===== config.mk =====
export PLATFORM = sky130hd
export DESIGN_NAME = euclid_gcd_modulo
export DESIGN_NICKNAME = d
export VERILOG_FILES = /design/src/hdl/egcd_pkg.sv /design/src/hdl/euclid_gcd_modulo.sv /design/src/hdl/egcd_ctrl.sv /design/src/hdl/egcd_dp.sv
export SDC_FILE = /design/constraint.sdc
export NUM_CORES = 1
export LEC_CHECK = 0
export ABC_AREA = 1
export BUFFER_PORTS_ARGS = -buffer_cell sky130_fd_sc_hd__clkbuf_2
export CAP_MARGIN = 20
export CORE_AREA = 4 4 163 165
export DETAILED_ROUTE_END_ITERATION = 6
export DIE_AREA = 0 0 167 169
export PLACE_DENSITY = 0.63
export SLEW_MARGIN = 20
export SYNTH_ARGS = -nofsm -noshare
export SYNTH_HDL_FRONTEND = slang
export SYNTH_SLANG_ARGS = --single-unit

===== constraint.sdc =====
create_clock -name i_clk -period 4.2 [get_ports i_clk]
set_input_delay 1.05 -clock i_clk [delete_from_list [all_inputs] [get_ports i_clk]]
set_output_delay 1.05 -clock i_clk [all_outputs]
set_load 0.05 [all_outputs]

===== src/hdl/egcd_pkg.sv =====
`default_nettype none

package egcd_pkg;

    // default operand width
    localparam int OPERAND_WIDTH_DEF = 31;

    // sequencer states
    typedef enum logic [1:0] {
        S_IDLE,
        S_CHECK,
        S_DIV,
        S_DONE
    } t_state;

    // commands from controller to datapath
    typedef struct packed {
        logic load;    // capture operands
        logic init;    // set up one remainder step
        logic step;    // one bit of the remainder
        logic finish;  // latch the result
    } t_dp_cmd;

    // status from datapath to controller
    typedef struct packed {
        logic a_zero;
        logic b_zero;
        logic cnt_zero;
    } t_dp_stat;

endpackage

`default_nettype wire


===== src/hdl/euclid_gcd_modulo.sv =====
// channel  | transfer when         | ports
// ---------+-----------------------+------------------------------------------
// operands | start && !busy        | i_first_operand, i_second_operand
// result   | o_valid (one cycle)   | o_divisor_result
//
// one operand pair at a time; busy is high from the transfer until the result
// the number of remainder steps per operand pair is at most about 45 at W=31
// each remainder step runs W bits through one shared restoring remainder unit
// reset (i_rst_n low, synchronous) returns the sequencer to idle, no result
// the result strobe lasts one cycle and cannot be held off by the receiver
`default_nettype none

module euclid_gcd_modulo #(
    parameter int OPERAND_WIDTH = egcd_pkg::OPERAND_WIDTH_DEF
) (
    input  wire                      i_clk,
    input  wire                      i_rst_n,
    input  wire                      start,
    output logic                     busy,
    input  wire [OPERAND_WIDTH-1:0]  i_first_operand,
    input  wire [OPERAND_WIDTH-1:0]  i_second_operand,
    output logic [OPERAND_WIDTH-1:0] o_divisor_result,
    output logic                     o_valid
);
    import egcd_pkg::*;

    t_dp_cmd  cmd;
    t_dp_stat stat;

    // sequencer
    egcd_ctrl u_ctrl (
        .i_clk   (i_clk),
        .i_rst_n (i_rst_n),
        .start   (start),
        .i_stat  (stat),
        .o_cmd   (cmd),
        .busy    (busy),
        .o_valid (o_valid)
    );

    // operand registers and remainder unit
    egcd_dp #(
        .OPERAND_WIDTH (OPERAND_WIDTH)
    ) u_dp (
        .i_clk            (i_clk),
        .i_rst_n          (i_rst_n),
        .i_cmd            (cmd),
        .i_first_operand  (i_first_operand),
        .i_second_operand (i_second_operand),
        .o_stat           (stat),
        .o_divisor_result (o_divisor_result)
    );

endmodule

`default_nettype wire


===== src/hdl/egcd_ctrl.sv =====
`default_nettype none

module egcd_ctrl (
    input  wire                      i_clk,
    input  wire                      i_rst_n,
    input  wire                      start,
    input  wire egcd_pkg::t_dp_stat  i_stat,
    output egcd_pkg::t_dp_cmd        o_cmd,
    output logic                     busy,
    output logic                     o_valid
);
    import egcd_pkg::*;

    t_state r_state;
    t_state n_state;

    // state register
    always_ff @(posedge i_clk) begin
        if (!i_rst_n) begin
            r_state <= S_IDLE;
        end else begin
            r_state <= n_state;
        end
    end

    // next state
    always_comb begin
        n_state = r_state;
        unique case (r_state)
            S_IDLE: begin
                if (start) begin
                    n_state = S_CHECK;
                end
            end
            S_CHECK: begin
                if (i_stat.a_zero || i_stat.b_zero) begin
                    n_state = S_DONE;
                end else begin
                    n_state = S_DIV;
                end
            end
            S_DIV: begin
                if (i_stat.cnt_zero) begin
                    n_state = S_CHECK;
                end
            end
            S_DONE: begin
                n_state = S_IDLE;
            end
            default: begin
                n_state = S_IDLE;
            end
        endcase
    end

    // outputs
    always_comb begin
        o_cmd   = '0;
        busy    = 1'b1;
        o_valid = 1'b0;
        unique case (r_state)
            S_IDLE: begin
                busy       = 1'b0;
                o_cmd.load = start;
            end
            S_CHECK: begin
                if (i_stat.a_zero || i_stat.b_zero) begin
                    o_cmd.finish = 1'b1;
                end else begin
                    o_cmd.init = 1'b1;
                end
            end
            S_DIV: begin
                o_cmd.step = 1'b1;
            end
            S_DONE: begin
                o_valid = 1'b1;
            end
            default: begin
                busy = 1'b1;
            end
        endcase
    end

`ifndef SYNTHESIS
    // result strobe lasts one cycle
    a_valid_pulse: assert property (@(posedge i_clk) disable iff (!i_rst_n)
        o_valid |=> !o_valid) else $error("result strobe longer than one cycle");

    // a transfer makes the block busy next cycle
    a_accept_busy: assert property (@(posedge i_clk) disable iff (!i_rst_n)
        (start && !busy) |=> (busy && !o_valid)) else $error("accepted item not taken up");

    // a finished operand pair produces the strobe next cycle
    a_finish_valid: assert property (@(posedge i_clk) disable iff (!i_rst_n)
        o_cmd.finish |=> o_valid) else $error("finish without result strobe");
`endif

endmodule

`default_nettype wire


===== src/hdl/egcd_dp.sv =====
`default_nettype none

module egcd_dp #(
    parameter int OPERAND_WIDTH = egcd_pkg::OPERAND_WIDTH_DEF
) (
    input  wire                      i_clk,
    input  wire                      i_rst_n,
    input  wire egcd_pkg::t_dp_cmd   i_cmd,
    input  wire [OPERAND_WIDTH-1:0]  i_first_operand,
    input  wire [OPERAND_WIDTH-1:0]  i_second_operand,
    output egcd_pkg::t_dp_stat       o_stat,
    output logic [OPERAND_WIDTH-1:0] o_divisor_result
);
    import egcd_pkg::*;

    localparam int W     = OPERAND_WIDTH;
    localparam int CNT_W = $clog2(W);

    logic [W-1:0]     r_a;
    logic [W-1:0]     r_b;
    logic [W-1:0]     r_num;
    logic [W-1:0]     r_rem;
    logic [CNT_W-1:0] r_cnt;
    logic             r_sel;      // 1: a takes a mod b, 0: b takes b mod a
    logic [W-1:0]     r_result;

    logic [W:0]       n_trial;
    logic [W-1:0]     den;
    logic [W-1:0]     n_rem;

    // one restoring bit of the remainder
    always_comb begin
        den     = r_sel ? r_b : r_a;
        n_trial = {r_rem, r_num[W-1]};
        if (n_trial >= {1'b0, den}) begin
            n_rem = W'(n_trial - {1'b0, den});
        end else begin
            n_rem = n_trial[W-1:0];
        end
    end

    // operand and remainder registers
    always_ff @(posedge i_clk) begin
        if (i_cmd.load) begin
            r_a <= i_first_operand;
            r_b <= i_second_operand;
        end
        if (i_cmd.init) begin
            r_sel <= (r_a > r_b);
            r_num <= (r_a > r_b) ? r_a : r_b;
            r_rem <= '0;
            r_cnt <= CNT_W'(W - 1);
        end
        if (i_cmd.step) begin
            r_rem <= n_rem;
            r_num <= {r_num[W-2:0], 1'b0};
            r_cnt <= r_cnt - 1'b1;
            // last bit: write remainder back over the larger operand
            if (r_cnt == '0) begin
                if (r_sel) begin
                    r_a <= n_rem;
                end else begin
                    r_b <= n_rem;
                end
            end
        end
        if (i_cmd.finish) begin
            r_result <= (r_a == '0) ? r_b : r_a;
        end
    end

    // status to controller
    always_comb begin
        o_stat.a_zero   = (r_a == '0);
        o_stat.b_zero   = (r_b == '0);
        o_stat.cnt_zero = (r_cnt == '0);
    end

    assign o_divisor_result = r_result;

`ifndef SYNTHESIS
    // a remainder step never starts with a zero divisor
    a_init_den: assert property (@(posedge i_clk) disable iff (!i_rst_n)
        i_cmd.init |-> (r_a != '0 && r_b != '0)) else $error("remainder by zero");

    // the written-back remainder is below its divisor
    a_rem_shrinks: assert property (@(posedge i_clk) disable iff (!i_rst_n)
        (i_cmd.step && r_cnt == '0) |=>
        ((r_sel && r_a < r_b) || (!r_sel && r_b < r_a)))
        else $error("remainder not below divisor");

    // selection holds through the bits of one step
    a_sel_stable: assert property (@(posedge i_clk) disable iff (!i_rst_n)
        (i_cmd.step && $past(i_cmd.step)) |-> $stable(r_sel))
        else $error("divisor selection changed mid step");
`endif

endmodule

`default_nettype wire


Yosys cells after proc, flatten, opt, wreduce, memory -nomap -nowiden
Index checks and enable logic that the tools add are counted.
{ "word_totals": {"output_inout_bits": 33, "in_bits": 65, "regBits": 163} }
{ "classes": {"muxes": 30, "n_eq_ne": 5, "addsub": 2, "n_reduce_logical": 7, "order_cmp": 2} }
{ "ops": {"columns": ["operator", "count"], "rows": [
  ["$mux W31", 16],
  ["$logic_not A31 Y1", 2],
  ["$ge A32 B31 Y1", 1],
  ["$gt A31 B31 Y1", 1],
  ["$sub A31 B31 Y31", 1],
  ["$mux W5", 2],
  ["$mux W1", 9],
  ["$pmux W2 S4", 1],
  ["$logic_not A5 Y1", 1],
  ["$sub A5 B1 Y5 const B", 1],
  ["$eq A2 B2 Y1 const B", 2],
  ["$mux W2", 2],
  ["$ne A2 B2 Y1 const B", 2],
  ["$eq A2 B1 Y1 const B", 1],
  ["$logic_not A2 Y1", 1],
  ["$reduce_and A2 Y1", 1],
  ["$reduce_bool A2 Y1", 1],
  ["$logic_or A1 B1 Y1", 1]
]} }

Logic depth before layout (Yosys ltp)
Gate-level depths: netlist of run 1.
{ "depth": {"depth_word": 6, "ltp_mapped": 20, "depth_no_buf": 19} }

Cells and area by module
From an unflattened synthesis of run 1, not the netlist that was laid out.
{ "hier_totals": {"cells_unflattened": 1634, "hier_area_um2": 11227.0} }
{ "modules_own_cells": {"columns": ["module", "n_inst", "cells_each", "seq_area_each_um2", "area_per_inst_um2"], "rows": [
  ["egcd_dp", 1, 1611, 4204.0, 11088.1],
  ["egcd_ctrl", 1, 23, 40.0, 138.9]
]} }

Least setup slack after synthesis of run 1
Ideal clock, no wire load.
{ "synth_timing": {"kind": "register -> register", "from": "reg u_dp.r_sel", "to": "reg u_dp.r_rem[12] (data pin)", "stages_incl_launch_ff": 20, "n_path_buf": 4, "path_slack_ps": 1227, "t_arrival_ps": 2707, "synth_period_minus_slack_ps": 2973, "setup_time_ps": 266, "path_cell_list": "edfxtp_1 > clkbuf_1 > clkbuf_1 > o21ai_0 > ha_1 > fa_1 > inv_1 > nand2_1 > nand2_1 > nand3_1 > nand2_2 > nand2_2 > nand3_1 > nand2_1 > nand2_2 > buf_6 > buf_6 > nand2_1 > nand2_1 > nor2_1"} }
{ "synth_via": {"elab_chain_len": 4} }
{ "synth_rtl": {"columns": ["item", "line_no", "rtl"], "rows": [
  ["start: declaration", "egcd_dp.sv:24", "logic r_sel;"],
  ["start signal: assignment", "egcd_dp.sv:49", "r_sel <= (r_a > r_b);"],
  ["$mux W31 (*)", "egcd_dp.sv:33", "den = r_sel ? r_b : r_a;"],
  ["$sub A31 B31 Y31 or $ge A32 B31 Y1 (tied branches)", "egcd_dp.sv:36, egcd_dp.sv:35", null],
  ["$mux W31 (*)", "egcd_dp.sv:35", "if (n_trial >= {1'b0, den}) begin"],
  ["$mux W31 (*)", "egcd_dp.sv:54", "if (i_cmd.step) begin"],
  ["end signal: assignment", "egcd_dp.sv:55", "r_rem <= n_rem;"],
  ["end: declaration", "egcd_dp.sv:22", "logic [W-1:0] r_rem;"]
]} }
Every way passes the cells marked *; elsewhere a longest branch is shown, timed or not.
A chain may end at the register's enable or synchronous reset.

Worst setup path in the final report of run 1
{ "layout_timing": {"from": "reg u_dp.r_sel", "to": "reg u_dp.r_rem[16] (data pin)"} }
The elaborated chain is that of the path after synthesis.

==> impl_metrics.yaml, run 1 <==
run_status:
  outcome: "completed"
logic_synthesis:
  synth-edff-count: 98
  synth_cell_type_count: 39
  syn_area_um2: 11100
  ys_async_sr_fraction_pct: 0
  syn-num-nets: 1677
  yosys_most_used_dff: "edfxtp_1"
  avgSynthCellArea_um2: 7.19
  syn_inst: 1548
  synth.ff_latch_count: 163
  seq_area_frac_synth_pct: 38.1
  synth_warnings: 0
grt:
  grt_max_degree: 65
  track_usage_pct: 23.2
  overflow: 0
  grt_pass1_wl_mm: 52.3
  grt_pass1_vias: 9637
  antenna_found_initial: 0
clocking:
  cts_tree: "built"
  path_clk_slew_ns: 0.07
  cts_buffers: 17
  clock_latency_ns: 0.43
  cts_sinks: 163
  clock_path_buffers: 2
  htreeDepth: 4
  cts_resized: 0
  clock-root-buffer: "clkbuf_16"
  hold_buffers: 0
  post_cts_buffers: 0
timing:
  slew_violations: 0
  worst_slew_pin_slew_ns: 0.839
  setup-tns-final_ns: 0
  hold_violations: 0
  rsz0062_at_grt: "false"
  fin_crit_sh_pct: 81.9
  worst_clock_skew_ns: 0.0136
  setup_violations: 0
  slew-limit-headroom_pct: 43.9
  period_minus_slack_ns: 3.44
  max_freq_ghz: 0.291
power_and_ir_drop:
  seqPwrFrac_pct: 32.1
  swShare_pct: 41.1
  leakagePower_nw: 6.25
  internal-power_mw: 3.98
  ir_drop_mv: 0.312
  powerDensity_nw_per_um2: 538
  switchingPower_mw: 2.78
  combPwrFrac_pct: 43.0
  clkPwrFrac_pct: 24.9
floorplanning:
  initial_core_util_pct: 44.4
  num_rows: 58
  dieArea_um2: 28200
  ios: 98
  die_height_um: 169
  die_w_um: 167
  coreArea_um2: 25000
layout:
  syn2layout_area_growth_pct: 12.8
  drive_above_1_share_pct: 13.2
  final_common_cell: "nand2_1"
  final_cell_mix: "nand2_1 (523), inv_1 (198), nand3_1 (168), edfxtp_1 (98), clkbuf_2 (97)"
  stdcell_area_um2: 12600
  final_core_util_pct: 50.1
  final_nets: 1754
  multiInputGateArea_um2: 5870
  antenna_cells: 0
  ff_latch_area_um2: 4240
  fillers: 2522
worst_setup_path:
  endpoint_kind: "flop"
  regToRegSetupSlack_ns: 0.76
  critPathKind: "reg -> reg"
  rr_endpoint: "u_dp.r_rem[16]$_SDFFCE_PP0P_"
  rr_startpoint: "u_dp.r_sel$_DFFE_PP_"
  path_max_fanout: 64
  ff2ff_path_depth: 17
  cp.arrival_ns: 3.59
  cp-start-kind: "flop"
  critPathRequiredTime_ns: 4.36
hold_path:
  holdPathEnd: "u_dp.r_num[0]$_SDFFE_PN0P_"
  min_path_type: "reg -> reg"
  hp-start: "u_dp.r_num[0]$_SDFFE_PN0P_"
  hold-path-cell-count: 2
route:
  wl_per_cell_um: 16.8
  drtPass1Iterations: 5
  via_per_inst: 5.23
  drcViolationCount: 0
  first_iter_violations: 831
  antenna_left: 0
  wl_mm: 33.0
  vias: 10300
placement:
  hpwl_mm: 25.5
  gp_congestion: 0.918
  port_buffers: 97
  placed_area_um2: 11900
run:
  drv_cap: 0
## logic make-up (layout without fill, tap and decap cells)
group	count (synthesis)	after routing	synth area share, %
compound gates	162	162	7.88
xor+xnor	14	14	1.10
fa+ha+maj	64	64	7.26
buf+inv	260	350	9.15
flops	163	163	38.1
mux	44	44	4.45
simple gates	841	841	32.0
## layer usage
metal	share of wire (%)	vias up	track usage [%]
met2	45	265	36.2
met5	0	-	0
met3	5.3	29	3.13
met4	1.4	0	5.12
li1	-	5191	-
met1	49	4804	34.4
## area by class of cell
class	count	area share, %
clock buffers	22	3.87
clock inverters	10	1.17
inverters	203	6.07
multi-input cells	1125	46.8
flip-flops and latches	163	33.8
well taps	330	3.29
repair buffers	115	5.04
## worst max-delay path by stage
stage	to	from	cells after the start	slack (ns)
3_5_place_dp	u_dp.r_rem[16]$_SDFFCE_PP0P_	u_dp.r_sel$_DFFE_PP_	17	0.81
2_1_floorplan	u_dp.r_rem[12]$_SDFFCE_PP0P_	u_dp.r_sel$_DFFE_PP_	19	1.23
4_1_cts	u_dp.r_rem[16]$_SDFFCE_PP0P_	u_dp.r_sel$_DFFE_PP_	17	0.81
3_3_place_gp	u_dp.r_rem[16]$_SDFFCE_PP0P_	u_dp.r_sel$_DFFE_PP_	18	0.89
5_1_grt	u_dp.r_rem[16]$_SDFFCE_PP0P_	u_dp.r_sel$_DFFE_PP_	17	0.57
6_report	u_dp.r_rem[16]$_SDFFCE_PP0P_	u_dp.r_sel$_DFFE_PP_	17	0.76
## power groups by stage
stage          logic [mW]  clock network (mW)  registers (mW)
2_1_floorplan        2.18                   0            2.12
3_3_place_gp         2.81                   0            2.19
6_report             2.90                1.68            2.17
5_1_grt              3.31                1.76            2.19
4_1_cts              2.88                1.69            2.16
3_5_place_dp         2.86                   0            2.19
## synth_stat cells (all sizes together) (2+ instances only)
cell	instances	area [um2]
nand2	532	2010
inv	203	762
nand3	171	871
ha	63	788
dfxtp	65	1300
nor3	13	76.3
clkbuf	35	133
edfxtp	98	2940
nor4	3	18.8
xor2	4	35.0
a21oi	58	294
nand4	20	125
and2	2	12.5
o21bai	20	150
xnor2	10	87.6
buf	22	124
or2	11	68.8
mux2	44	495
a21o	3	22.5
o21ai	79	395
nor2	84	335
nand3b	3	22.5
## metrics by stage
stage | std cells | hold WS, ns | total power, mW | setup WS, ns
finish | 1968 | 0.477 | 6.76 | 0.762
global route | 1968 | 0.494 | 7.26 | 0.573
CTS | 1968 | 0.479 | 6.73 | 0.814
detailed placement | 1936 | 0.468 | 5.05 | 0.814
global placement | 1936 | 0.463 | 5.00 | 0.888
floorplan | 1548 | 0.449 | 4.30 | 1.23
## state kept, by name, summed over array words and instances (netlist names)
name                   cells
u_dp.r_sel                 1
u_dp.r_num                31
u_dp.r_b                  31
u_dp.r_cnt                 5
u_dp.o_divisor_result     31
u_dp.r_a                  31
u_dp.r_rem                31
u_ctrl.r_state             2
## worst max-delay path, cell delays in order (launching register included)
cell,delay [ns]
edfxtp_1,0.41
buf_12,0.22
o21ai_0,0.34
inv_1,0.11
fa_1,0.43
inv_1,0.13
nand2_1,0.06
nand2_1,0.09
nand3_1,0.09
nand2_2,0.13
nand2_2,0.08
nand3_1,0.08
nand2_1,0.07
nand2_2,0.28
buf_4,0.31
nand3b_1,0.17
nand2_1,0.10
nor2_1,0.04
Note: power is estimated with default switching activity, not from simulation.
==> inputs of run 2 (changes only) <==
- PLACE_DENSITY: 0.63 -> 0.66
- clock period: 4.2 -> 3.1 ns (I/O delays scaled with it)
==> impl_metrics.yaml, run 2 (same netlist as run 1, synthesis figures left out) <==
run_status:
  outcome: "completed"
power_and_ir_drop:
  finalPower_mw: 9.46
  powerDensity_nw_per_um2: 725
  leakagePower_nw: 6.50
  ir_drop_mv: 0.434
worst_setup_path:
  rr_endpoint: "u_dp.r_rem[17]$_SDFFCE_PP0P_"
  critPathKind: "reg -> reg"
  regToRegSetupSlack_ns: 0.1
  endpoint_kind: "flop"
  cp-start-kind: "flop"
  critPathRequiredTime_ns: 3.27
  ff2ff_path_depth: 19
  path_max_fanout: 11
  rr_startpoint: "u_dp.r_sel$_DFFE_PP_"
  cp.arrival_ns: 3.18
route:
  antenna_left: 0
  wl_per_cell_um: 17.0
  via_per_inst: 5.25
  vias: 10600
  wl_mm: 34.1
  drcViolationCount: 0
  first_iter_violations: 1129
  drtPass1Iterations: 6
floorplanning:
  coreArea_um2: 25000
  die_height_um: 169
  die_w_um: 167
  ios: 98
  dieArea_um2: 28200
  num_rows: 58
  initial_core_util_pct: 44.4
layout:
  stdcell_area_um2: 13000
  fillers: 2475
  final_common_cell: "nand2_1"
  drive_above_1_share_pct: 17.2
  final_cell_mix: "nand2_1 (516), inv_1 (198), nand3_1 (165), edfxtp_1 (98), clkbuf_2 (97)"
  stdcell_count: 2010
  multiInputGateArea_um2: 5980
  final_nets: 1796
  ff_latch_area_um2: 4240
  antenna_cells: 0
  syn2layout_area_growth_pct: 17.2
hold_path:
  min_path_type: "reg -> reg"
  hold-path-cell-count: 2
  hp-start: "u_dp.r_num[0]$_SDFFE_PN0P_"
  holdPathEnd: "u_dp.r_num[0]$_SDFFE_PN0P_"
placement:
  hpwl_mm: 25.8
  dp.cells: 1963
  port_buffers: 97
  placed_area_um2: 12200
  gp_congestion: 0.947
  pre_cts_slack_ns: 0.00279
timing:
  period_minus_slack_ns: 3.00
  fin_ws_ns: 0.0957
  slew_violations: 0
  hold_violations: 0
  slew-limit-headroom_pct: 58.8
  fin_crit_sh_pct: 96.9
  setup_violations: 0
  worst_slew_pin_slew_ns: 0.618
  setup-tns-final_ns: 0
  max_freq_ghz: 0.333
  worst_clock_skew_ns: 0.0166
clocking:
  clock_path_buffers: 2
  cts_tree: "built"
  cts_buffers: 17
  cts_sinks: 163
  path_clk_slew_ns: 0.06
  clock_latency_ns: 0.44
  clock-root-buffer: "clkbuf_16"
  hold_buffers: 0
  htreeDepth: 4
grt:
  grt_max_degree: 65
  grt_pass1_vias: 9966
  antenna_found_initial: 0
  grt_pass1_wl_mm: 52.8
  overflow: 0
  track_usage_pct: 23.3
run:
  drv_cap: 0
## run 2: cell count changes in the layout (fill, tap and decap cells not counted), moves of 4 or more
| cell | delta |
|---|---|
| nor2_1 | -4 |
| o21ai_0 | -29 |
| o21ai_2 | +9 |
| a21oi_1 | -4 |
| buf_12 | +4 |
| o21ai_1 | +20 |
| a21oi_2 | +4 |
| buf_4 | +32 |
| nand2_1 | -7 |
| nand2_2 | +6 |
## run 2: worst max-delay path: stages (launching register included)
cell,delay (ns)
edfxtp_1,0.40
buf_4,0.19
buf_4,0.14
buf_6,0.14
nand2_1,0.06
o21ai_1,0.10
ha_1,0.37
nand2_1,0.09
inv_1,0.09
nand2_2,0.07
nor2_4,0.13
nand3_1,0.09
nand3_1,0.11
nand2_2,0.07
nand2_4,0.14
clkbuf_16,0.18
buf_12,0.14
nand3_2,0.10
nand2_1,0.09
nor2_1,0.04
## run 2: cell type report
type	instances	area share [%]
Clock buffer	22	3.63
Clock inverter	10	0.777
Inverter	203	5.86
Multi-Input combinational cell	1125	45.9
Sequential cell	163	32.5
Tap cell	330	3.16
Timing Repair Buffer	157	8.17
## run 2: report_power, final
part / internal (mW) / switching [mW] / total (mW)
registers: 2.68 / 0.252 / 2.94
clock network: 1.18 / 0.913 / 2.09
logic: 1.64 / 2.79 / 4.43
total: 5.50 / 3.95 / 9.46
## run 2: worst max path at each step
stage,cells after the start,slack (ns),end,from
after detailed placement,14,0.003,u_dp.r_rem[2]$_SDFFCE_PP0P_,u_dp.r_sel$_DFFE_PP_
after global routing,19,-0.02,u_dp.r_b[5]$_DFF_P_,u_dp.r_sel$_DFFE_PP_
after global placement,14,0.04,u_dp.r_rem[2]$_SDFFCE_PP0P_,u_dp.r_sel$_DFFE_PP_
after CTS,14,0.02,u_dp.r_rem[2]$_SDFFCE_PP0P_,u_dp.r_sel$_DFFE_PP_
after floorplan,19,0.13,u_dp.r_rem[12]$_SDFFCE_PP0P_,u_dp.r_sel$_DFFE_PP_
final,19,0.1,u_dp.r_rem[17]$_SDFFCE_PP0P_,u_dp.r_sel$_DFFE_PP_
## run 2: routing by layer
metal  GRT usage (%)  up-vias  wire (um)
li1                -     5276          -
met1            34.8     4874      16300
met2            36.5      374      15200
met3            2.29       35       2030
met4            5.98        0        612
met5               0        -          0
## run 2: metrics by stage
step	utilization, %	hold WS (ns)
2_1_floorplan	-	0.449
3_3_place_gp	48.6	0.467
3_5_place_dp	48.6	0.476
4_1_cts	50.9	0.485
5_1_grt	52.1	0.538
6_report	52.1	0.483
## run 2: timing repair
item | 4_1_cts | 5_1_grt
setup buffers | 0 | 10
setup endpoints to repair | 0 | 74
resized for setup | 0 | 67
